===== config.mk =====
export PLATFORM = sky130hd
export DESIGN_NAME = serial_line_editor_flat
export DESIGN_NICKNAME = d
export VERILOG_FILES = /design/src/rtl/sle_pkg.sv /design/src/rtl/sle_rx_if.sv /design/src/rtl/sle_res_if.sv /design/src/rtl/sle_ram.sv /design/src/rtl/serial_line_editor.sv /design/src/flat_wrapper.sv
export SDC_FILE = /design/constraint.sdc
export NUM_CORES = 1
export LEC_CHECK = 0
export ABC_AREA = 1
export BUFFER_PORTS_ARGS = -buffer_cell sky130_fd_sc_hd__buf_2
export CORE_UTILIZATION = 58
export CTS_CLUSTER_SIZE = 14
export DETAILED_ROUTE_END_ITERATION = 10
export GPL_TIMING_DRIVEN = 0
export PLACE_DENSITY = 0.84
export SYNTH_ARGS = -nofsm -noshare
export SYNTH_HDL_FRONTEND = slang
export SYNTH_HIERARCHICAL = 1
export SYNTH_SLANG_ARGS = --single-unit

===== constraint.sdc =====
create_clock -name clk -period 4.4 [get_ports clk]
set_clock_uncertainty 0.2 [all_clocks]
set_input_delay 0.44 -clock clk [delete_from_list [all_inputs] [get_ports clk]]
set_output_delay 0.44 -clock clk [all_outputs]
set_load 0.02 [all_outputs]

===== src/rtl/sle_pkg.sv =====
// Shared constants for the serial line editor.
// No dependencies; compiled first.
package sle_pkg;

    // Result field widths
    localparam int KIND_W  = 2;
    localparam int BYTE_W  = 8;

    // Configuration port
    localparam int CFG_IDX_W  = 2;
    localparam int CFG_DATA_W = 6;
    localparam int LIMIT_W    = 6;
    localparam int MODE_W     = 2;

    localparam logic [CFG_IDX_W-1:0] REG_LINE_LIMIT  = 2'd0;
    localparam logic [CFG_IDX_W-1:0] REG_CASE_MODE   = 2'd1;
    localparam logic [CFG_IDX_W-1:0] REG_ECHO_ENABLE = 2'd2;

    localparam logic [LIMIT_W-1:0] LIMIT_RESET = 6'd32;

    // Case folding modes; any other code keeps the case
    localparam logic [MODE_W-1:0] CASE_KEEP  = 2'd0;
    localparam logic [MODE_W-1:0] CASE_UPPER = 2'd1;
    localparam logic [MODE_W-1:0] CASE_LOWER = 2'd2;

    // Result kinds
    localparam logic [KIND_W-1:0] KIND_ECHO = 2'd0;
    localparam logic [KIND_W-1:0] KIND_CHAR = 2'd1;
    localparam logic [KIND_W-1:0] KIND_END  = 2'd2;

    // Character codes
    localparam logic [BYTE_W-1:0] CH_BS    = 8'h08;
    localparam logic [BYTE_W-1:0] CH_LF    = 8'h0A;
    localparam logic [BYTE_W-1:0] CH_CR    = 8'h0D;
    localparam logic [BYTE_W-1:0] CH_SPACE = 8'h20;
    localparam logic [BYTE_W-1:0] CH_DEL   = 8'h7F;
    localparam logic [BYTE_W-1:0] CH_UC_A  = 8'h41;
    localparam logic [BYTE_W-1:0] CH_UC_Z  = 8'h5A;
    localparam logic [BYTE_W-1:0] CH_LC_A  = 8'h61;
    localparam logic [BYTE_W-1:0] CH_LC_Z  = 8'h7A;
    localparam logic [BYTE_W-1:0] CASE_OFS = 8'h20;

endpackage


===== src/rtl/sle_rx_if.sv =====
// Receive channel: one byte per request, valid/ready handshake.
// Depends on sle_pkg.
interface sle_rx_if;
    logic                       valid;
    logic                       ready;
    logic [sle_pkg::BYTE_W-1:0] rx_byte;

    modport source (output valid, output rx_byte, input ready);
    modport sink   (input valid, input rx_byte, output ready);
endinterface


===== src/rtl/sle_res_if.sv =====
// Result channel: echo bytes, line characters and end markers.
// Depends on sle_pkg.
interface sle_res_if;
    logic                       valid;
    logic                       ready;
    logic [sle_pkg::KIND_W-1:0] kind;
    logic [sle_pkg::BYTE_W-1:0] value;
    logic                       last;

    modport source (output valid, output kind, output value, output last, input ready);
    modport sink   (input valid, input kind, input value, input last, output ready);
endinterface


===== src/rtl/sle_ram.sv =====
// Generic single-write, single-read RAM with registered read data.
// No dependencies.
module sle_ram #(
    parameter int WIDTH = 8,
    parameter int DEPTH = 32
) (
    input  logic                     clk,
    input  logic                     we,
    input  logic [$clog2(DEPTH)-1:0] waddr,
    input  logic [WIDTH-1:0]         wdata,
    input  logic [$clog2(DEPTH)-1:0] raddr,
    output logic [WIDTH-1:0]         rdata
);

    logic [WIDTH-1:0] mem [DEPTH];

    always_ff @(posedge clk)
    begin
        if (we)
        begin
            mem[waddr] <= wdata;
        end
        rdata <= mem[raddr];
    end

endmodule


===== src/rtl/serial_line_editor.sv =====
// Serial line editor top level: case folding, line store editing, echo and
// line flush under one small sequencer.
// Depends on sle_pkg, sle_rx_if, sle_res_if and sle_ram.

// The block takes one received byte per request and answers with zero or
// more results on the result channel; the final result of a request carries
// last. Printable bytes are stored while the line has room and then echoed,
// backspace/DEL erase one character if the line is not empty (echo: byte,
// space, byte), carriage return echoes CR LF and then streams the stored
// line followed by an end marker holding the length; each echo happens only
// with echo enabled. Configuration writes are taken at any time but must only
// be issued while no request is in progress. A new byte is accepted only once
// the request before it is done; a stall on the result side holds the block.
// The flush is paced by the single read port of the line store, which
// streams one character per cycle while the result side accepts. A finished
// result waits in the output register while the next byte is accepted.
module serial_line_editor #(
    parameter int LINE_MAX = 32
) (
    input  logic                              clk,
    input  logic                              rst_n,
    sle_rx_if.sink                            rx,
    sle_res_if.source                         res,
    input  logic                              cfg_we,
    input  logic [sle_pkg::CFG_IDX_W-1:0]     cfg_index,
    input  logic [sle_pkg::CFG_DATA_W-1:0]    cfg_data
);

    localparam int CW = $clog2(LINE_MAX);
    localparam logic [sle_pkg::LIMIT_W-1:0] LIMIT_CAP = sle_pkg::LIMIT_W'(LINE_MAX);

    typedef enum logic [1:0] {
        ST_IDLE,
        ST_DECODE,
        ST_ECHO,
        ST_FLUSH
    } state_t;

    // Echo sequence selected by the decoder
    typedef enum logic [1:0] {
        OP_CR,
        OP_DEL,
        OP_CHAR
    } echo_op_t;

    state_t                         state_reg, state_next;
    echo_op_t                       op_reg, op_next;
    logic [1:0]                     step_reg, step_next;
    logic [sle_pkg::BYTE_W-1:0]     byte_reg, byte_next;
    logic [CW-1:0]                  count_reg, count_next;
    logic [CW-1:0]                  flush_idx_reg, flush_idx_next;

    logic [sle_pkg::LIMIT_W-1:0]    line_limit_reg, line_limit_next;
    logic [sle_pkg::MODE_W-1:0]     case_mode_reg, case_mode_next;
    logic                           echo_enable_reg, echo_enable_next;

    logic                           res_valid_reg, res_valid_next;
    logic [sle_pkg::KIND_W-1:0]     res_kind_reg, res_kind_next;
    logic [sle_pkg::BYTE_W-1:0]     res_value_reg, res_value_next;
    logic                           res_last_reg, res_last_next;

    logic [sle_pkg::BYTE_W-1:0]     folded;
    logic [sle_pkg::LIMIT_W-1:0]    lim;
    logic [sle_pkg::LIMIT_W-1:0]    keep;
    logic                           can_emit;
    logic                           ram_we;
    logic [sle_pkg::BYTE_W-1:0]     ram_rdata;

    // Line store. The read address follows the next flush index so that the
    // registered read data always matches flush_idx_reg during the flush.
    sle_ram #(
        .WIDTH (sle_pkg::BYTE_W),
        .DEPTH (LINE_MAX)
    ) u_store (
        .clk   (clk),
        .we    (ram_we),
        .waddr (count_reg),
        .wdata (byte_reg),
        .raddr (flush_idx_next),
        .rdata (ram_rdata)
    );

    // Case folding of the incoming byte, letters only
    always_comb
    begin
        folded = rx.rx_byte;
        if (case_mode_reg == sle_pkg::CASE_UPPER &&
            rx.rx_byte >= sle_pkg::CH_LC_A && rx.rx_byte <= sle_pkg::CH_LC_Z)
        begin
            folded = rx.rx_byte - sle_pkg::CASE_OFS;
        end
        else if (case_mode_reg == sle_pkg::CASE_LOWER &&
                 rx.rx_byte >= sle_pkg::CH_UC_A && rx.rx_byte <= sle_pkg::CH_UC_Z)
        begin
            folded = rx.rx_byte + sle_pkg::CASE_OFS;
        end
    end

    // Usable length: limit saturated to the store size, one slot reserved
    assign lim  = (line_limit_reg > LIMIT_CAP) ? LIMIT_CAP : line_limit_reg;
    assign keep = (lim == '0) ? '0 : lim - 1'b1;

    assign can_emit  = !res_valid_reg || res.ready;
    assign rx.ready  = (state_reg == ST_IDLE);
    assign res.valid = res_valid_reg;
    assign res.kind  = res_kind_reg;
    assign res.value = res_value_reg;
    assign res.last  = res_last_reg;

    // Configuration writes; unknown indexes are ignored
    always_comb
    begin
        line_limit_next  = line_limit_reg;
        case_mode_next   = case_mode_reg;
        echo_enable_next = echo_enable_reg;
        if (cfg_we)
        begin
            case (cfg_index)
                sle_pkg::REG_LINE_LIMIT:  line_limit_next  = cfg_data;
                sle_pkg::REG_CASE_MODE:   case_mode_next   = cfg_data[sle_pkg::MODE_W-1:0];
                sle_pkg::REG_ECHO_ENABLE: echo_enable_next = cfg_data[0];
                default: ;
            endcase
        end
    end

    // Sequencer
    always_comb
    begin
        state_next     = state_reg;
        op_next        = op_reg;
        step_next      = step_reg;
        byte_next      = byte_reg;
        count_next     = count_reg;
        flush_idx_next = '0;
        ram_we         = 1'b0;
        res_valid_next = res_valid_reg && !res.ready;
        res_kind_next  = res_kind_reg;
        res_value_next = res_value_reg;
        res_last_next  = res_last_reg;

        case (state_reg)
            ST_IDLE:
            begin
                if (rx.valid)
                begin
                    byte_next  = folded;
                    state_next = ST_DECODE;
                end
            end

            ST_DECODE:
            begin
                step_next  = 2'd0;
                state_next = ST_IDLE;
                if (byte_reg == sle_pkg::CH_CR)
                begin
                    op_next    = OP_CR;
                    state_next = echo_enable_reg ? ST_ECHO : ST_FLUSH;
                end
                else if (byte_reg == sle_pkg::CH_BS || byte_reg == sle_pkg::CH_DEL)
                begin
                    if (count_reg != '0)
                    begin
                        count_next = count_reg - 1'b1;
                        op_next    = OP_DEL;
                        if (echo_enable_reg)
                        begin
                            state_next = ST_ECHO;
                        end
                    end
                end
                else if (byte_reg >= sle_pkg::CH_SPACE && byte_reg < sle_pkg::CH_DEL)
                begin
                    // keep never exceeds LINE_MAX-1, so the store bound follows
                    if (sle_pkg::LIMIT_W'(count_reg) < keep)
                    begin
                        ram_we     = 1'b1;
                        count_next = count_reg + 1'b1;
                        op_next    = OP_CHAR;
                        if (echo_enable_reg)
                        begin
                            state_next = ST_ECHO;
                        end
                    end
                end
            end

            ST_ECHO:
            begin
                if (can_emit)
                begin
                    res_valid_next = 1'b1;
                    res_kind_next  = sle_pkg::KIND_ECHO;
                    res_last_next  = 1'b0;
                    step_next      = step_reg + 1'b1;
                    case (op_reg)
                        OP_CR:
                        begin
                            res_value_next = (step_reg == 2'd0) ? sle_pkg::CH_CR
                                                                : sle_pkg::CH_LF;
                            if (step_reg != 2'd0)
                            begin
                                state_next = ST_FLUSH;
                            end
                        end
                        OP_DEL:
                        begin
                            res_value_next = (step_reg == 2'd1) ? sle_pkg::CH_SPACE
                                                                : byte_reg;
                            if (step_reg == 2'd2)
                            begin
                                res_last_next = 1'b1;
                                state_next    = ST_IDLE;
                            end
                        end
                        default:
                        begin
                            res_value_next = byte_reg;
                            res_last_next  = 1'b1;
                            state_next     = ST_IDLE;
                        end
                    endcase
                end
            end

            ST_FLUSH:
            begin
                flush_idx_next = flush_idx_reg;
                if (can_emit)
                begin
                    res_valid_next = 1'b1;
                    if (flush_idx_reg == count_reg)
                    begin
                        res_kind_next  = sle_pkg::KIND_END;
                        res_value_next = sle_pkg::BYTE_W'(count_reg);
                        res_last_next  = 1'b1;
                        count_next     = '0;
                        flush_idx_next = '0;
                        state_next     = ST_IDLE;
                    end
                    else
                    begin
                        res_kind_next  = sle_pkg::KIND_CHAR;
                        res_value_next = ram_rdata;
                        res_last_next  = 1'b0;
                        flush_idx_next = flush_idx_reg + 1'b1;
                    end
                end
            end

            default:
            begin
                state_next = ST_IDLE;
            end
        endcase
    end

    // State, configuration and output register
    always_ff @(posedge clk or negedge rst_n)
    begin
        if (!rst_n)
        begin
            state_reg       <= ST_IDLE;
            op_reg          <= OP_CHAR;
            step_reg        <= 2'd0;
            count_reg       <= '0;
            flush_idx_reg   <= '0;
            line_limit_reg  <= sle_pkg::LIMIT_RESET;
            case_mode_reg   <= sle_pkg::CASE_KEEP;
            echo_enable_reg <= 1'b1;
            res_valid_reg   <= 1'b0;
        end
        else
        begin
            state_reg       <= state_next;
            op_reg          <= op_next;
            step_reg        <= step_next;
            count_reg       <= count_next;
            flush_idx_reg   <= flush_idx_next;
            line_limit_reg  <= line_limit_next;
            case_mode_reg   <= case_mode_next;
            echo_enable_reg <= echo_enable_next;
            res_valid_reg   <= res_valid_next;
        end
    end

    // Payload registers, no reset
    always_ff @(posedge clk)
    begin
        byte_reg      <= byte_next;
        res_kind_reg  <= res_kind_next;
        res_value_reg <= res_value_next;
        res_last_reg  <= res_last_next;
    end

    // Line never grows past the store
    a_count_bound: assert property (@(posedge clk) disable iff (!rst_n)
        sle_pkg::LIMIT_W'(count_reg) <= LIMIT_CAP - 6'd1)
        else $error("char count beyond store size");

    // An end marker leaves an empty line behind
    a_end_clears: assert property (@(posedge clk) disable iff (!rst_n)
        (state_reg == ST_FLUSH && can_emit && flush_idx_reg == count_reg)
        |=> (count_reg == '0))
        else $error("line not cleared after end marker");

    // The final result of a request returns the sequencer to idle
    a_last_idle: assert property (@(posedge clk) disable iff (!rst_n)
        (res_valid_next && res_last_next && can_emit && state_reg != ST_IDLE)
        |=> (state_reg == ST_IDLE))
        else $error("sequencer busy after final result");

    // The count only moves while decoding or finishing a flush
    a_count_moves: assert property (@(posedge clk) disable iff (!rst_n)
        !$stable(count_reg) |-> ($past(state_reg) == ST_DECODE ||
                                 $past(state_reg) == ST_FLUSH))
        else $error("char count changed outside decode or flush");

endmodule

===== src/flat_wrapper.sv =====
// flat-port wrapper written by rule: the top's interface ports become plain ports
module serial_line_editor_flat 
#(
    parameter int LINE_MAX = 32
)
  (clk, rst_n, cfg_we, cfg_index, cfg_data, rx_valid, rx_rx_byte, rx_ready, res_valid, res_kind, res_value, res_last, res_ready);
  sle_rx_if rx_i ();
  sle_res_if res_i ();
  input  logic clk;
  input  logic rst_n;
  input  logic cfg_we;
  input  logic [sle_pkg::CFG_IDX_W-1:0] cfg_index;
  input  logic [sle_pkg::CFG_DATA_W-1:0] cfg_data;
  input wire logic [$bits(rx_i.valid)-1:0] rx_valid;
  input wire logic [$bits(rx_i.rx_byte)-1:0] rx_rx_byte;
  output wire logic [$bits(rx_i.ready)-1:0] rx_ready;
  output wire logic [$bits(res_i.valid)-1:0] res_valid;
  output wire logic [$bits(res_i.kind)-1:0] res_kind;
  output wire logic [$bits(res_i.value)-1:0] res_value;
  output wire logic [$bits(res_i.last)-1:0] res_last;
  input wire logic [$bits(res_i.ready)-1:0] res_ready;
  assign rx_i.valid = rx_valid;
  assign rx_i.rx_byte = rx_rx_byte;
  assign rx_ready = rx_i.ready;
  assign res_valid = res_i.valid;
  assign res_kind = res_i.kind;
  assign res_value = res_i.value;
  assign res_last = res_i.last;
  assign res_i.ready = res_ready;
  serial_line_editor #(.LINE_MAX(LINE_MAX)) u_core (.clk(clk), .rst_n(rst_n), .rx(rx_i), .res(res_i), .cfg_we(cfg_we), .cfg_index(cfg_index), .cfg_data(cfg_data));
endmodule

; Word-level counts from Yosys, hierarchy flattened
; Memory sizes are Yosys's and may differ from the RTL's. A register that Yosys moved wholly into a read port is not among the register bits.
; Cells that the tools add are included.
[totals]
register_bits = 45
mem_bits_rw = 256
in_bits = 21
output_inout_bits = 13
word_cells = 149
n_memories = 1
[memory_table]
columns = name, words, width, rd, rd_clocked_by_memory_dff, wr, line_no
row1 = u_core.u_store.mem, 32, 8, 1, 1, 1, sle_ram.sv:15  ; logic [WIDTH-1:0] mem [DEPTH];
[op_classes]
n_addsub = 7
n_lt_le_gt_ge = 8
n_eq_ne = 25
n_mux = 63
reduce_logical = 32
[op_table]
columns = operator, count
row1 = $mux 5, 10
row2 = $mux 8, 6
row3 = $mux 2, 21
row4 = $pmux 8 s2, 2
row5 = $eq 8x4->1 const B, 2
row6 = $ge 8x7->1 const B, 2
row7 = $le 8x7->1 const B, 2
row8 = $mux 1, 14
row9 = $mux 6, 2
row10 = $pmux 2 s2, 3
row11 = $add 5x1->5 const B, 2
row12 = $eq 2x1->1 const B, 5
row13 = $eq 2x2->1 const B, 5
row14 = $pmux 5 s2, 1
row15 = $reduce_and 2->1, 5
row16 = $ne 3x2->1 const B, 3
row17 = $add 8x6->8 const B, 1
row18 = $eq 8x7->1 const B, 1
row19 = $ge 8x6->1 const B, 1
row20 = $logic_not 2->1, 4
row21 = $lt 8x7->1 const B, 1
row22 = $pmux 2 s4, 1
row23 = $reduce_bool 2->1, 4
row24 = $sub 8x6->8 const B, 1
row25 = other kinds (23), 36

; Depth between registers and ports, before layout
[logic_depth]
ltp_word = 12
depth_mapped = 18
mapped_depth_nobuf = 18

; Cells and area by module
; The synthesis kept the hierarchy.
[by_module_without_submodules]
columns = mod, instances, cells_per_inst, area_each_um2, seq_area_each_um2
row1 = sle_ram, 1, 922, 10786.6, 7847.5
row2 = serial_line_editor, 1, 339, 2750.1, 1224.9

; Worst setup path after synthesis
; No wires, ideal clock.
[synth_path]
path_kind = register -> register
start = register u_core/line_limit_reg[3] (netlist bit)
end = memory u_core.u_store.mem[11][0], enable pin
setup_ns = 0.370
arrival_ns = 2.800
required_ns = 3.830
path_slack_ns = 1.030
path_stages_with_launch = 17
path_buffers = 0
period_less_slack_ns = 3.370
path_cell_list = dfrtp_1 nor2_1 nand3_1 nand2_1 nand2_1 ha_1 nand2_1 inv_1 nand3_2 o21ai_0 ha_1 a21oi_1 o21a_1 nand3_2 nor2_1 nand3_1 nor2_1
[synth_between]
elab_chain_len = 12
elab_cells_between_ends = 13
cone_classes = add/sub (1) / order compare (2) / mux (9) / reduce/logical (1)
[synth_rtl]
columns = item, line_no
row1 = from (decl), serial_line_editor.sv:53  ; logic [sle_pkg::LIMIT_W-1:0] line_limit_reg, line_limit_next;
row2 = from (signal assigned), serial_line_editor.sv:269  ; line_limit_reg <= sle_pkg::LIMIT_RESET;
row3 = from (signal assigned), serial_line_editor.sv:281  ; line_limit_reg <= line_limit_next;
row4 = $gt 6x6->1, serial_line_editor.sv:100  ; assign lim = (line_limit_reg > LIMIT_CAP) ? LIMIT_CAP : line_limit_reg;
row5 = $mux 6 (*), serial_line_editor.sv:100
row6 = $sub 6x1->6 / $logic_not 6->1 (equally long branches), serial_line_editor.sv:101  ; assign keep = (lim == '0) ? '0 : lim - 1'b1;
row7 = $mux 6 (*), serial_line_editor.sv:101
row8 = $lt 5x6->1 (*), serial_line_editor.sv:176  ; if (sle_pkg::LIMIT_W'(count_reg) < keep)
row9 = $mux 1 (*), serial_line_editor.sv:176
row10 = $mux 1 (*), serial_line_editor.sv:173  ; else if (byte_reg >= sle_pkg::CH_SPACE && byte_reg < sle_pkg::CH_DEL)
row11 = $mux 1 (*), serial_line_editor.sv:161  ; else if (byte_reg == sle_pkg::CH_BS || byte_reg == sle_pkg::CH_DEL)
row12 = $mux 1 (*), serial_line_editor.sv:156  ; if (byte_reg == sle_pkg::CH_CR)
row13 = $mux 1 (*), serial_line_editor.sv:142  ; case (state_reg)
row14 = via u_core.ram_we, serial_line_editor.sv:66  ; logic ram_we;
row15 = $mux 1 (*), sle_ram.sv:19  ; if (we)
row16 = $mux 1 (implied by the code) (*), sle_ram.sv:21  ; mem[waddr] <= wdata;
row17 = to (decl), sle_ram.sv:15
; Mark *: on every way through the listed nets, which the timed path passes. The rest lies on a longest branch.

; Worst setup path in the final report
[layout_path]
start = register u_core/line_limit_reg[3] (netlist bit)
end = memory u_core.u_store.mem[16][0], enable pin
; The elaborated chain is that of the path after synthesis.

==> impl_metrics.py <==
metrics = {
    "synthesis": {
        "synth_compound_gate_area_share_pct": 2.42,
        "synth_edf_count": 275,
        "async_reset_ff_share_pct": 8.41,
        "ys_types": 44,
        "synth_area_leaders": "edfxtp_1, nand2_1, nand3_1",
        "synthSimpleGateAreaFrac_pct": 23.6,
        "synth_ff_type": "edfxtp_1",
        "synth_top_family_by_area": "simple AND/OR/NAND/NOR gates",
        "synth-seq-cells": 309,
        "post-synth-top-area-cell": "edfxtp_1",
        "synth_warnings": 6,
        "synth.avg_cell_area_um2": 10.7,
        "ys_seq_area_share_pct": 67.0,
        "synthMuxAreaShare_pct": 0.166,
        "synth_fp_nets": 1298,
        "synth_area_um2": 13500,
        "synth_xor_area_share_pct": 0.453,
        "synth_cells": 1261,
        "yosys.area.top_type_share_pct": 61.0,
        "synth_fa_ha_area_share_pct": 1.53,
    },
    "timing": {
        "rsz0062_at_grt": "true",
        "fmax_mhz": 226,
        "whs_ns": -0.00521,
        "final_hold_viol_count": 1,
        "post-route-min-period_ns": 4.43,
        "worst_slew_pin_slew_ns": 1.43,
        "slew_headroom_pct": 4.36,
        "slew_violations": 0,
        "setup_ws_ns": -0.0321,
        "timing.final.crit_share_pct": 101,
        "finalSetupViolCount": 38,
    },
    "finish": {
        "mostFrequentLayoutCells": "nand2_1, edfxtp_1, nand3_1, inv_1, nor2_1",
        "regArea_um2": 9070,
        "largest_register": "u_core/u_store/mem",
        "final_common_cell": "nand2_1",
        "finalNonFillerCells": 1677,
        "drive_gt1_share_pct": 12.1,
        "design.final.nets": 1379,
        "multi_input_area_um2": 3870,
        "area_growth_pct": 13.4,
        "largest_reg_flops": 256,
        "nFillCells": 1501,
    },
    "critical_path": {
        "required_ns": 4.37,
        "critPathLaunchType": "register",
        "worstPathArrival_ns": 4.40,
        "crit_type": "reg2reg",
        "critPathMaxFanout": 8,
        "crit_start": "u_core/line_limit_reg[3]",
        "worstSetupEndpointType": "register",
        "r2r-start": "u_core/line_limit_reg[3]",
    },
    "clock_network": {
        "cts_made_buffers": 29,
        "htree_levels": 1,
        "clockRootBuffer": "clkbuf_16",
        "clock_sinks": 309,
        "clk_latency_ns": 0.55,
        "cts.path.max_buffers": 3,
        "cts.clk_slew.worst_paths_ns": 0.07,
        "cts_tree": "built",
        "post_cts.repair.setup_buffers": 0,
    },
    "global_route": {
        "grt_pass1_vias": 9474,
        "antenna_found_initial": 1,
        "gr-total-overflow": 0,
        "grt_pass1_wl_um": 51800,
        "grtUsageTotal_pct": 28.8,
        "grt_max_degree": 38,
    },
    "placement": {
        "place_hpwl_um": 21200,
        "place_ws_ns": 0.00731,
        "gp_congestion": 0.907,
        "place_inst": 1607,
        "portBuffers": 33,
    },
    "pwr": {
        "ir_worst_vdd_uv": 269,
        "power_density_nw_per_um2": 538,
        "power.leakage_nw": 5.96,
        "finalPower_mw": 8.26,
    },
    "outcome": {
        "violations": "hold timing, setup timing",
        "status": "complete, but fails checks",
    },
    "drt": {
        "wl_met3_um": 4240,
        "dr.pass1.iters": 7,
        "met1_length_um": 12900,
        "wire_per_inst_um": 20.8,
        "top_layer": "met4",
        "ant_nets": 0,
        "via_per_inst": 6.04,
        "via_count": 10124,
        "drtIter0Drc": 1634,
        "drt_wl_total_um": 34900,
        "route.detailed.drc": 0,
        "route.met2.wl_um": 16300,
    },
    "floorplanning": {
        "start_util_pct": 59.4,
        "die-area_um2": 24000,
        "fp.dieW_um": 155,
        "fp-row-count": 55,
        "io_pins": 34,
        "coreArea_um2": 22800,
        "die_y_um": 155,
    },
    "job": {
        "timing.max_cap.violations": 0,
    },
    "min_path": {
        "hold_path.class": "in2reg",
        "hold_start": "cfg_data[1]",
    },
}
==> final cells by class <==
class	count	share of cell area, %
antenna	1	0.0163
buffer	53	2.70
clock buffer	35	4.94
clock inverter	17	1.21
inverter	62	1.52
multi-input combinational	837	25.2
sequential	309	59.1
tap	313	2.55
timing repair buffer	50	2.75
==> worst max-delay path, cell delays in order (launching register included) <==
cell     delay, ns
dfrtp_1       0.43
nor2_1        0.22
nand3_1       0.12
nand2_1       0.10
nand2_1       0.08
ha_1          0.20
nand2_1       0.10
inv_1         0.08
nand3_2       0.08
o21ai_0       0.09
ha_1          0.30
a21oi_1       0.15
o21a_1        0.16
nand3_2       0.14
nor2_1        0.31
nand3_1       0.50
nor2_1        0.79
==> synth_stat cells (all sizes together) (4+ instances only) <==
master,number
buf,46
a21oi,12
xor2,4
nand2,444
edfxtp,275
nand3,226
ha,15
clkbuf,7
dfxtp,8
o21ai,18
nor2,81
inv,62
nor3,6
o211ai,4
dfrtp,23
==> metrics by stage <==
step | util [%] | TNS [ns] | instance area, um^2
2_1_floorplan | - | 0 | 13500
3_3_place_gp | 61.9 | 0 | 14100
3_5_place_dp | 61.9 | 0 | 14100
4_1_cts | 66.5 | 0 | 15200
5_1_grt | 67.4 | -28.28 | 15400
6_report | 67.4 | -0.569 | 15400
==> report_power, final <==
| group | leakage, nW | switching [mW] | internal (mW) | total, mW |
|---|---|---|---|---|
| combinational | 2.62 | 1.33 | 0.679 | 2.01 |
| clock | 0.467 | 1.04 | 1.46 | 2.50 |
| sequential | 2.87 | 0.242 | 3.51 | 3.75 |
==> final timing paths <==
kind,end,slack [ns],depth (start not counted)
max in group asynchronous,u_core/op_reg[0],3.33,2
setup reg to reg,u_core/u_store/mem[16][0],-0.03,16
min in group asynchronous,u_core/line_limit_reg[1],0.26,2
hold reg to reg,u_core/step_reg[0],0.31,2
setup / recovery,u_core/u_store/mem[16][0],-0.03,16
hold / removal,u_core/line_limit_reg[1],-0.005,3
==> layer usage <==
layer / global-route usage, % / vias up
met5: 0 / -
met4: 12.5 / 0
met1: 39.0 / 4712
met2: 46.6 / 792
li1: - / 4490
met3: 4.26 / 130
==> kinds of logic (layout without fill, tap and decap cells) <==
group / after synthesis / after routing
simple gates: 762 / 762
flops: 309 / 309
buf+inv: 115 / 217
compound gates: 50 / 50
fa+ha+maj: 16 / 16
xor+xnor: 7 / 7
mux: 2 / 2
other cells: 0 / 1
==> repair_timing <==
action	in CTS	in global routing
gates resized for setup	0	22
endpoints found under the hold margin	32	0
hold buffers	12	0
endpoints found under the setup margin	0	256
Note: power is estimated with default switching activity, not from simulation.
